File: config.mk
export PLATFORM = sky130hd
export DESIGN_NAME = psrc_ctrl
export DESIGN_NICKNAME = d
export VERILOG_FILES = /design/src/sv/psrc_pkg.sv /design/src/sv/psrc_ctrl.sv
export SDC_FILE = /design/constraint.sdc
export NUM_CORES = 1
export LEC_CHECK = 0
export BUFFER_PORTS_ARGS = -buffer_cell sky130_fd_sc_hd__buf_2
export CAP_MARGIN = 20
export CORE_ASPECT_RATIO = 1.2
export CORE_UTILIZATION = 50
export CTS_BUF_LIST = sky130_fd_sc_hd__clkbuf_4
export DETAILED_ROUTE_END_ITERATION = 8
export GPL_ROUTABILITY_DRIVEN = 0
export PLACE_DENSITY = 0.88
export SETUP_SLACK_MARGIN = 0.4
export SLEW_MARGIN = 10
export SYNTH_ARGS = -nofsm -noshare
export SYNTH_HDL_FRONTEND = slang
export SYNTH_SLANG_ARGS = --single-unit
File: constraint.sdc
create_clock -name clk -period 1.9 [get_ports clk]
set_clock_uncertainty 0.2 [all_clocks]
set_input_delay 0.38 -clock clk [delete_from_list [all_inputs] [get_ports clk]]
set_output_delay 0.38 -clock clk [all_outputs]
set_load 0.01 [all_outputs]
File: src/sv/psrc_pkg.sv
package psrc_pkg;

	// Fixed widths of the arithmetic
	localparam int ZERO_W     = 32;
	localparam int VEL_W      = 15;
	localparam int FRAC_W     = 9;
	localparam int ACC_W      = 17;
	localparam int MOVE_W     = 8;
	localparam int SQ_W       = 64;
	localparam int PLO_W      = 48;
	localparam int PROD_W     = 80;
	localparam int LIM_W      = 31;
	localparam int SUM_EXTRA  = 17;
	localparam int CFG_IDX_W  = 4;

	// Register indexes
	localparam logic [CFG_IDX_W-1:0] CFG_DEAD_BAND      = 4'd0;
	localparam logic [CFG_IDX_W-1:0] CFG_GAIN_NUMERATOR = 4'd1;
	localparam logic [CFG_IDX_W-1:0] CFG_GAIN_DIVISOR   = 4'd2;
	localparam logic [CFG_IDX_W-1:0] CFG_MAX_PIXELS     = 4'd3;
	localparam logic [CFG_IDX_W-1:0] CFG_CAL_COUNT      = 4'd4;
	localparam logic [CFG_IDX_W-1:0] CFG_FLIP_X         = 4'd5;
	localparam logic [CFG_IDX_W-1:0] CFG_FLIP_Y         = 4'd6;
	localparam logic [CFG_IDX_W-1:0] CFG_EXCHANGE_AXES  = 4'd7;

	// Register reset values
	localparam logic [14:0] DEAD_BAND_RST      = 15'd64;
	localparam logic [15:0] GAIN_NUMERATOR_RST = 16'd1;
	localparam logic [15:0] GAIN_DIVISOR_RST   = 16'd64;
	localparam logic [6:0]  MAX_PIXELS_RST     = 7'd20;
	localparam logic [15:0] CAL_COUNT_RST      = 16'd64;

	typedef enum logic [1:0] {
		ST_CAL,
		ST_ZERO,
		ST_MOTION,
		ST_RESTART
	} status_t;

	typedef enum logic [4:0] {
		OP_NONE,
		OP_LOAD,
		OP_RESTART,
		OP_ACCUM,
		OP_CDIV,
		OP_CSTORE,
		OP_DELTA,
		OP_MAG,
		OP_SQ,
		OP_PLO,
		OP_PHI,
		OP_LIM,
		OP_CMP,
		OP_MDIV,
		OP_MSTORE,
		OP_ACC,
		OP_EMIT
	} op_t;

	typedef struct packed {
		op_t     op;
		logic    axis;
		status_t code;
	} dp_cmd_t;

	typedef struct packed {
		logic restart;
		logic cal_active;
		logic cal_last;
		logic cal_cnt_zero;
		logic dead;
		logic clamp;
		logic div_busy;
	} dp_sts_t;

endpackage

File: src/sv/psrc_ctrl.sv
module psrc_ctrl (
	input  logic              clk,
	input  logic              arst_n,
	input  logic              in_valid,
	output logic              in_ready,
	output logic              out_valid,
	input  logic              out_ready,
	input  psrc_pkg::dp_sts_t sts,
	output psrc_pkg::dp_cmd_t cmd
);

	typedef enum logic [3:0] {
		S_IDLE, S_DECODE, S_CDIV, S_CWAIT, S_MAG, S_SQ, S_PLO, S_PHI,
		S_LIM, S_CMP, S_MDIV, S_MWAIT, S_ACC, S_EMIT
	} state_t;

	state_t            state_q;
	logic              axis_q;
	psrc_pkg::status_t code_q;
	logic              in_ready_q;
	logic              out_valid_q;
	logic              emit_ok;

	assign emit_ok = !out_valid_q || out_ready;

	always_comb begin
		cmd.axis = axis_q;
		cmd.code = code_q;
		cmd.op   = psrc_pkg::OP_NONE;
		unique case (state_q)
			S_IDLE:   if (in_valid) cmd.op = psrc_pkg::OP_LOAD;
			S_DECODE: begin
				if (sts.restart)         cmd.op = psrc_pkg::OP_RESTART;
				else if (sts.cal_active) cmd.op = psrc_pkg::OP_ACCUM;
				else                     cmd.op = psrc_pkg::OP_DELTA;
			end
			S_CDIV:  cmd.op = psrc_pkg::OP_CDIV;
			S_CWAIT: if (!sts.div_busy) cmd.op = psrc_pkg::OP_CSTORE;
			S_MAG:   cmd.op = psrc_pkg::OP_MAG;
			S_SQ:    cmd.op = psrc_pkg::OP_SQ;
			S_PLO:   cmd.op = psrc_pkg::OP_PLO;
			S_PHI:   cmd.op = psrc_pkg::OP_PHI;
			S_LIM:   cmd.op = psrc_pkg::OP_LIM;
			S_CMP:   cmd.op = psrc_pkg::OP_CMP;
			S_MDIV:  cmd.op = psrc_pkg::OP_MDIV;
			S_MWAIT: if (!sts.div_busy) cmd.op = psrc_pkg::OP_MSTORE;
			S_ACC:   cmd.op = psrc_pkg::OP_ACC;
			S_EMIT:  if (emit_ok) cmd.op = psrc_pkg::OP_EMIT;
			default: cmd.op = psrc_pkg::OP_NONE;
		endcase
	end

	always_ff @(posedge clk or negedge arst_n) begin
		if (!arst_n) begin
			state_q     <= S_IDLE;
			axis_q      <= 1'b0;
			code_q      <= psrc_pkg::ST_CAL;
			in_ready_q  <= 1'b1;
			out_valid_q <= 1'b0;
		end else begin
			// Drop the result word once taken, unless the next one replaces it
			if (out_valid_q && out_ready && state_q != S_EMIT) out_valid_q <= 1'b0;
			unique case (state_q)
				S_IDLE: begin
					if (in_valid && in_ready_q) begin
						in_ready_q <= 1'b0;
						state_q    <= S_DECODE;
					end
				end
				S_DECODE: begin
					axis_q <= 1'b0;
					if (sts.restart) begin
						code_q  <= psrc_pkg::ST_RESTART;
						state_q <= S_EMIT;
					end else if (sts.cal_active) begin
						if (sts.cal_last) begin
							code_q  <= psrc_pkg::ST_ZERO;
							state_q <= sts.cal_cnt_zero ? S_EMIT : S_CDIV;
						end else begin
							code_q  <= psrc_pkg::ST_CAL;
							state_q <= S_EMIT;
						end
					end else begin
						code_q  <= psrc_pkg::ST_MOTION;
						state_q <= S_MAG;
					end
				end
				S_CDIV: state_q <= S_CWAIT;
				S_CWAIT: begin
					if (!sts.div_busy) begin
						if (axis_q) begin
							state_q <= S_EMIT;
						end else begin
							axis_q  <= 1'b1;
							state_q <= S_CDIV;
						end
					end
				end
				S_MAG:  state_q <= sts.dead ? S_ACC : S_SQ;
				S_SQ:   state_q <= S_PLO;
				S_PLO:  state_q <= S_PHI;
				S_PHI:  state_q <= S_LIM;
				S_LIM:  state_q <= S_CMP;
				S_CMP:  state_q <= sts.clamp ? S_ACC : S_MDIV;
				S_MDIV: state_q <= S_MWAIT;
				S_MWAIT: if (!sts.div_busy) state_q <= S_ACC;
				S_ACC: begin
					if (axis_q) begin
						state_q <= S_EMIT;
					end else begin
						axis_q  <= 1'b1;
						state_q <= S_MAG;
					end
				end
				S_EMIT: begin
					if (emit_ok) begin
						out_valid_q <= 1'b1;
						in_ready_q  <= 1'b1;
						state_q     <= S_IDLE;
					end
				end
				default: state_q <= S_IDLE;
			endcase
		end
	end

	assign in_ready  = in_ready_q;
	assign out_valid = out_valid_q;

endmodule

# == Word level (Yosys, flattened, before mapping) ==
# Cells that the tools add are included.
# word_totals
regBits,9
output_inout_bits,10
# classes
muxes,31
n_eq_ne,18
reduce_logical,11
# ops
operator,n
$pmux 5 s14,1
$pmux 4 s14,1
$mux 4,12
$eq 4x4->1 const B,6
$eq 4x3->1 const B,4
$mux 3,4
$eq 4x2->1 const B,2
$mux 1,8
$ne 2x2->1 const B,4
$mux 5,1
$eq 4x1->1 const B,1
$logic_not 4->1,1
$mux 2,2
$ne 4x4->1 const B,1
$reduce_and 4->1,1
$logic_and 1x1->1,3
$pmux 1 s3,1
$reduce_and 3->1,1
$reduce_bool 3->1,1
$pmux 1 s2,1
$reduce_and 2->1,1
$reduce_bool 2->1,1
$logic_not 1->1,1
$logic_or 1x1->1,1

# == Longest topological paths before layout ==
# Gate-level depths: netlist of run 1.
# depth
depth_word,5
ltp_mapped,6
mapped_depth_nobuf,4

# == Worst setup path after synthesis of run 1 ==
# No wires, ideal clock.
# synth_path
kind,register to output
startpoint,register state_q[0]
endpoint,output cmd[6] (netlist name)
n_path_buf,0
t_arrival_ps,1128
setup_slack_ps,192
required_ps,1320
stages_incl_launch_ff,4
path_cell_list,dfrtp_1 -> or2_4 -> and2_4 -> nor3_1
# synth_lines
item,line_no,rtl
from (decl),psrc_ctrl.sv:17,state_t state_q;
from (signal assigned),psrc_ctrl.sv:78,state_q <= sts.cal_cnt_zero ? S_EMIT : S_CDIV;
from (signal assigned),psrc_ctrl.sv:99,S_MAG: state_q <= sts.dead ? S_ACC : S_SQ;
from (signal assigned),psrc_ctrl.sv:104,S_CMP: state_q <= sts.clamp ? S_ACC : S_MDIV;
to (decl),psrc_ctrl.sv:9,output psrc_pkg::dp_cmd_t cmd

==> metrics.md, run 1 <==
| Metric | Value |
|---|---|
| Area fraction in and, or, nand and nor cells after synthesis | `0.289` |
| Clock tree sinks | `9` |
| Final count of negative-setup-slack endpoints | `9` |
| Detail-routed via count per cell | `6.64` |
| Count of buffers from port buffering | `20` |
| Primary FF master, synth | `sky130_fd_sc_hd__dfrtp_1` |
| Post-Synthesis Net Count | `112` |
| Top area cells in the synthesized netlist | `sky130_fd_sc_hd__dfrtp_1 (24%), sky130_fd_sc_hd__a21oi_1 (5.5%), sky130_fd_sc_hd__nand2b_1 (4.6%), sky130_fd_sc_hd__o21ai_0 (4.3%), sky130_fd_sc_hd__nor2b_1 (3.8%)` |
| Async set or reset register ratio after synthesis | `1.00` |
| Routed WL per cell | `21.2 um` |
| TritonCTS clock tree | `done` |
| Slew at the pin closest to its max-slew limit | `496 ps` |
| Placed cell count | `140` |
| Total power divided by cell area | `1790 mW/mm2` |
| Number of antenna violations at the first check in global routing | `0` |
| Overall via count from detail_route | `1056` |
| Count of antenna diodes in the layout | `0` |
| Fin. Hold Viols | `0` |
| Number of synthesized flops with an enable pin | `0` |
| Routed Wire Length | `3360 um` |
| Fraction of the mapped netlist area in adder cells | `0` |
| Total number of H-tree levels | `1` |
| Number of maximum-capacitance constraint violations | `0` |
| Static Leakage | `0.554 nW` |
| Worst Path Required | `1320 ps` |
| Total power | `0.00224 W` |
| Max-slew violation count | `0` |
| Number of library cell types mapped by synthesis | `42` |
| Worst-case headroom to the max-slew limit | `0.665` |
| Nets | `154` |
| Post-synthesis cell count | `101` |
| CTS Root Cell | `sky130_fd_sc_hd__clkbuf_4` |
| Avg Inst Size Synth | `8.10 um2` |
| Share of the synthesized area in the top cell type | `0.245` |
| Path class of the lowest-slack min-delay path | `in2reg` |
| Layout overhead on the synthesized area | `53.4%` |
| Filler cell count in the final layout | `82` |
| Min Clock Period, post-route | `2150 ps` |
| Setup repair after global routing missed its margin | `yes` |
| Seq cells post-synth | `9` |
| Run status | `finished with violations` |
| Sum of overflow across all layers after global routing | `0` |
| Clock latency reported for the late side of the worst-skew pair | `280 ps` |
| GRT Overall Usage | `0.321` |
| Cell with the most instances after synthesis | `sky130_fd_sc_hd__a21oi_1` |
| DRT iter0 DRCs | `50` |
| Fraction of synthesized area in multiplexers | `0` |
| Highest attainable clock frequency | `466 MHz` |
| Peak fanout along the critical path | `5` |
| Share of the clock period used by the worst path | `1.13` |
| Share of the synthesized area in compound gates (AO/OA/AOI/OAI) | `0.352` |
| List of most frequent post-synthesis cells | `sky130_fd_sc_hd__a21oi_1 (9), sky130_fd_sc_hd__dfrtp_1 (8), sky130_fd_sc_hd__nand2_1 (8), sky130_fd_sc_hd__nor2_1 (7), sky130_fd_sc_hd__o21ai_0 (7)` |
| Area of the core | `0.00148 mm2` |
| Maximum vdd ir drop | `0.00107 V` |
| Crit path setup slack, layout | `-246 ps` |
| Main combinational cell family by area after synthesis | `compound AO/OA/AOI/OAI gates` |
| Failing checks | `negative setup slack` |
| Arrival time at the worst endpoint | `1570 ps` |
| Remaining antenna violation count | `0` |
| Number of warnings printed during yosys synthesis | `0` |
| Number of buffers added by the clock tree synthesis step | `3` |
| Detailed placement HPWL | `1650 um` |
| Fraction of layout instances using a drive strength above 1 | `0.514` |
| Start-to-end type of the worst setup path | `reg2out` |
| I/O pins | `21` |
| Post-route DRC violation count | `0` |
| Maximum number of pins on one net before global-route repair | `12` |
| Die extent in y | `46.3 um` |
| Number of non-filler instances in the completed layout | `159` |
| Netlist area before placement | `818 um2` |
| Crit path launch type | `flip-flop` |
| Cell row count | `15` |
| Total die area | `0.00180 mm2` |
| Clock transition at path regs | `80 ps` |
| Category of the worst setup path capture point | `primary output` |
| Starting utilization of the core area | `0.552` |
| XOR/XNOR share of the synthesized area | `0.0107` |
| Die outline width | `38.9 um` |
| TritonRoute pass-1 iters | `4` |
| Area leader, netlist | `sky130_fd_sc_hd__dfrtp_1` |
| Vias in the first global route | `887` |
| Seq/Total Area, Yosys | `0.277` |
| First-pass GRT wire length | `3910 um` |
| Maximum count of clock buffers along a single path | `2` |
==> per-stage QoR <==
step                      setup TNS [ps]  instance area [um2]  utilization  hold slack [ps]  setup WS [ps]
after floorplan                        0                  862            -             -116            227
after global placement                 0                  985        0.664             42.1           83.7
after detailed placement               0                  985        0.664             41.6           56.3
after CTS                           -552                 1180        0.795              185           -188
after global routing               -1610                 1250        0.846              199           -250
final                              -1420                 1250        0.846              191           -246
==> worst max-delay path: stages (launching register included) <==
cell and delay (ps):
sky130_fd_sc_hd__dfrtp_1 420, sky130_fd_sc_hd__buf_6 140, sky130_fd_sc_hd__buf_4 120, sky130_fd_sc_hd__nand3_4 100, sky130_fd_sc_hd__a21oi_1 280, sky130_fd_sc_hd__nor3_2 80
sky130_fd_sc_hd__buf_2 140
==> flip-flops by register name (all words and copies together), names as in the netlist <==
name	count
axis_q	1
code_q	2
in_ready	1
out_valid	1
state_q	4
==> power breakdown <==
group / total, W / internal, W / switching (W)
sequential: 0.000418 / 0.000284 / 0.000134
combinational: 0.00164 / 0.000773 / 0.000868
clock: 0.000185 / 0.0000958 / 0.0000888
==> cells by family (layout without fill, tap and decap cells) <==
kind of cell	count (synthesis)	in the layout
xor+xnor	1	1
compound gates	38	38
flops	9	9
buf+inv	11	52
simple gates	42	42
==> cells in the final DEF (no fill, tap or decap), types with 2 or more instances in the layout <==
| master | n |
|---|---|
| sky130_fd_sc_hd__a21oi_1 | 8 |
| sky130_fd_sc_hd__nor3_1 | 2 |
| sky130_fd_sc_hd__nor3_4 | 2 |
| sky130_fd_sc_hd__nand2b_4 | 2 |
| sky130_fd_sc_hd__dfrtp_2 | 2 |
| sky130_fd_sc_hd__nand2_1 | 8 |
| sky130_fd_sc_hd__a21o_1 | 2 |
| sky130_fd_sc_hd__nor2_2 | 2 |
| sky130_fd_sc_hd__buf_6 | 7 |
| sky130_fd_sc_hd__buf_4 | 19 |
| sky130_fd_sc_hd__nor2b_1 | 3 |
| sky130_fd_sc_hd__clkbuf_4 | 4 |
| sky130_fd_sc_hd__o2bb2ai_1 | 2 |
| sky130_fd_sc_hd__a31oi_1 | 2 |
| sky130_fd_sc_hd__nand2b_1 | 4 |
| sky130_fd_sc_hd__nor2b_2 | 2 |
| sky130_fd_sc_hd__nor2_1 | 5 |
| sky130_fd_sc_hd__a2bb2oi_2 | 2 |
| sky130_fd_sc_hd__o22ai_1 | 2 |
| sky130_fd_sc_hd__o21ai_0 | 5 |
| sky130_fd_sc_hd__dfrtp_1 | 6 |
| sky130_fd_sc_hd__buf_2 | 19 |
| sky130_fd_sc_hd__inv_1 | 2 |
==> timing repair <==
| item | in CTS | in global routing |
|---|---|---|
| pin swaps | 9 | 4 |
| buffers inserted | 9 | 5 |
| hold buffers | 1 | 0 |
| resized for setup | 17 | 11 |
| hold endpoints to repair | 9 | 0 |
| setup endpoints to repair | 13 | 13 |
==> path summary, 6_finish.rpt <==
check                      startpoint  cells past startpoint  slack, ps          to
setup reg to reg           state_q[1]                      7       -150  state_q[0]
hold / removal                 sts[5]                      2        190   code_q[1]
hold reg to reg             code_q[0]                      2        360   code_q[0]
setup / recovery           state_q[1]                      6       -250      cmd[6]
max in group asynchronous      arst_n                      2        950    in_ready
min in group asynchronous      arst_n                      2        300  state_q[0]
==> layout make-up <==
class | count | area, um2 | area share
flip-flops and latches | 9 | 229 | 0.182
well taps | 17 | 21.3 | 0.0169
multi-input cells | 81 | 641 | 0.510
clock buffers | 4 | 30.0 | 0.0239
inverters | 2 | 7.51 | 0.00598
repair buffers | 46 | 327 | 0.260
==> layer usage <==
| metal | routed length, um | part of all wire | up-vias | global-route usage |
|---|---|---|---|---|
| met5 | 0 | 0 | - | 0 |
| met4 | 212 | 0.063 | 0 | 0.166 |
| met3 | 218 | 0.065 | 24 | 0.0531 |
| met2 | 1710 | 0.51 | 78 | 0.570 |
| met1 | 1230 | 0.36 | 494 | 0.359 |
| li1 | - | - | 460 | - |
No activity file was read; power rests on OpenSTA's default activity.
==> run 2, diff against run 1 <==
Settings changed: BUFFER_PORTS_ARGS -buffer_cell sky130_fd_sc_hd__buf_2 to not set, CAP_MARGIN 20 to not set, CORE_MARGIN set to 2, DONT_BUFFER_PORTS set to 1, PLACE_DENSITY 0.88 to 0.77.
==> metrics.md, run 2 (same netlist as run 1, synthesis figures left out) <==
| Metric | Value |
|---|---|
| Clock transition at path regs | `60 ps (was 80 ps)` |
| Crit path launch type | `flip-flop (unchanged)` |
| Most congested layer reported by global routing | `met2 (unchanged)` |
| Category of cells accounting for the largest share of critical-path delay | `flip-flops (unchanged)` |
| Routed WL per cell | `18.8 um (was 21.2 um)` |
| Summed area of non-filler cells in the final layout | `0.00115 mm2 (was 0.00125 mm2)` |
| Fin. Hold Viols | `0 (unchanged)` |
| Category of the worst setup path capture point | `primary output (unchanged)` |
| Reg with most FFs | `state_q (unchanged)` |
| Min Clock Period, post-route | `2010 ps (was 2150 ps)` |
| Met2 usage in global routing | `0.404 (was 0.570)` |
| Share of the clock period used by the worst path | `1.06 (was 1.13)` |
| First-pass GRT wire length | `3620 um (was 3910 um)` |
| Post-route DRC violation count | `0 (unchanged)` |
| Detail-routed via count per cell | `6.51 (was 6.64)` |
| Worst path max stage delay | `410 ps (was 420 ps)` |
| Run status | `finished with violations (unchanged)` |
| Commonest non-fill, non-tap cell in the layout | `sky130_fd_sc_hd__buf_4` |
| Detailed placement HPWL | `1520 um (was 1650 um)` |
| Slew at the pin closest to its max-slew limit | `416 ps (was 496 ps)` |
| Buf+Inv Stages, Crit Path | `1 (was 3)` |
| I/O pins | `21 (unchanged)` |
| Maximum number of pins on one net before global-route repair | `12 (unchanged)` |
| Total power divided by cell area | `1790 mW/mm2 (about the same)` |
| Final count of negative-setup-slack endpoints | `5 (was 9)` |
| Routed Wire Length | `2600 um (was 3360 um)` |
| Overall via count from detail_route | `899 (was 1056)` |
| Top Registers | `state_q (4), code_q (2) (unchanged)` |
| Number of buffers added by the clock tree synthesis step | `3 (unchanged)` |
| Highest attainable clock frequency | `497 MHz (was 466 MHz)` |
| TritonRoute pass-1 iters | `4 (unchanged)` |
| Post-route setup TNS | `-281 ps (was -1420 ps)` |
| Series of cell instances along the critical path | `buf_6, nor2b_4, nor2b_1, a21oi_1, o221ai_2 (was buf_6, buf_4, nand3_4, a21oi_1, nor3_2, buf_2)` |
| Total number of H-tree levels | `1 (unchanged)` |
| Start-to-end type of the worst setup path | `reg2out (unchanged)` |
| CTS Root Cell | `sky130_fd_sc_hd__clkbuf_4 (unchanged)` |
| Clock tree sinks | `9 (unchanged)` |
| Number of antenna violations at the first check in global routing | `0 (unchanged)` |
| Total die area | `0.00198 mm2 (was 0.00180 mm2)` |
| Met1 track demand over resource | `0.339 (was 0.359)` |
| Peak fanout along the critical path | `8 (was 5)` |
| Maximum vdd ir drop | `0.000989 V (was 0.00107 V)` |
| Setup repair after global routing missed its margin | `yes (unchanged)` |
| Crit path setup slack, layout | `-111 ps (was -246 ps)` |
| DRT iter0 DRCs | `25 (was 50)` |
| Static Leakage | `0.460 nW (was 0.554 nW)` |
| Nets | `132 (was 154)` |
| Failing checks | `negative setup slack (unchanged)` |
| Starting utilization of the core area | `0.517 (was 0.552)` |
| Area of the core | `0.00158 mm2 (was 0.00148 mm2)` |
| Die extent in y | `48.3 um (was 46.3 um)` |
| Number of maximum-capacitance constraint violations | `0 (unchanged)` |
| Path class of the lowest-slack min-delay path | `in2reg (unchanged)` |
| Die outline width | `40.9 um (was 38.9 um)` |
| Clock latency reported for the late side of the worst-skew pair | `270 ps (was 280 ps)` |
| Routing usage on met3 | `0.0275 (was 0.0531)` |
| Count of buffers from port buffering | `0 (was 20)` |
| Fraction of layout instances using a drive strength above 1 | `0.442 (was 0.514)` |
| Max-slew violation count | `0 (unchanged)` |
| Maximum count of clock buffers along a single path | `2 (unchanged)` |
| Cell row count | `16 (was 15)` |
| Worst Path Required | `1320 ps (about the same)` |
| Slowest cell on crit path | `sky130_fd_sc_hd__dfrtp_1 (unchanged)` |
| Placed Area | `863 um2 (was 985 um2)` |
| Number of flip-flops in the largest register | `4 (unchanged)` |
| Top library cells by usage in the layout, fill and taps aside | `sky130_fd_sc_hd__buf_4 (17), sky130_fd_sc_hd__nand2_1 (8) (was sky130_fd_sc_hd__buf_2 (19), sky130_fd_sc_hd__buf_4 (19), sky130_fd_sc_hd__a21oi_1 (8), sky130_fd_sc_hd__nand2_1 (8), sky130_fd_sc_hd__buf_6 (7))` |
| Worst-case headroom to the max-slew limit | `0.722 (was 0.665)` |
| Count of antenna diodes in the layout | `0 (unchanged)` |
| Remaining antenna violation count | `0 (unchanged)` |
| Sum of overflow across all layers after global routing | `0 (unchanged)` |
| Layout overhead on the synthesized area | `40.5% (was 53.4%)` |
| Arrival time at the worst endpoint | `1430 ps (was 1570 ps)` |
| TritonCTS clock tree | `done (unchanged)` |
| GRT Overall Usage | `0.261 (was 0.321)` |
| Vias in the first global route | `833 (was 887)` |
-- run 2: path summary, 6_finish.rpt --
check                           start         end  slack (ps)  cells past startpoint
max                        state_q[1]      cmd[3]        -110                      5
min                            sts[5]   code_q[1]           9                      1
max reg2reg                state_q[1]  state_q[3]          50                      6
min reg2reg                  in_ready    in_ready         350                      1
max in group asynchronous      arst_n    in_ready         900                      1
min in group asynchronous      arst_n  state_q[1]         270                      1
-- run 2: what timing repair did --
action	in CTS	in global routing
buffers inserted	11	4
pin swaps	5	4
setup endpoints to repair	12	12
hold buffers	1	0
resized for setup	15	16
endpoints found under the hold margin	9	0
gates cloned	0	0
-- run 2: metal layers --
layer	wire, um	up-vias
met1	1020	451
met3	72	10
met2	1420	23
met4	91	0
met5	0	-
li1	-	415
-- run 2: stage by stage --
| step | total power [W] | instances | setup WS (ps) | hold WS (ps) | util |
|---|---|---|---|---|---|
| 6_report | 0.00206 | 138 | -111 | 8.89 | 0.727 |
| 5_1_grt | 0.00219 | 138 | -177 | 10.9 | 0.727 |
| 4_1_cts | 0.00183 | 134 | -28.0 | 15.7 | 0.663 |
| 3_5_place_dp | 0.00142 | 118 | 92.7 | -115 | 0.546 |
| 3_3_place_gp | 0.00139 | 118 | 102 | -115 | 0.546 |
| 2_1_floorplan | 0.00128 | 101 | 227 | -116 | - |
-- run 2: layout make-up --
type                    count  area [um2]
clock buffers               4        30.0
repair buffers             24         205
well taps                  18        22.5
fillers                   121         432
multi-input cells          81         654
inverters                   2        7.51
flip-flops and latches      9         230
-- run 2: power by group --
part           internal, W  leakage, nW  switching, W
Sequential        0.000287        0.102      0.000148
Clock            0.0000956       0.0184     0.0000737
Combinational     0.000707        0.339      0.000750
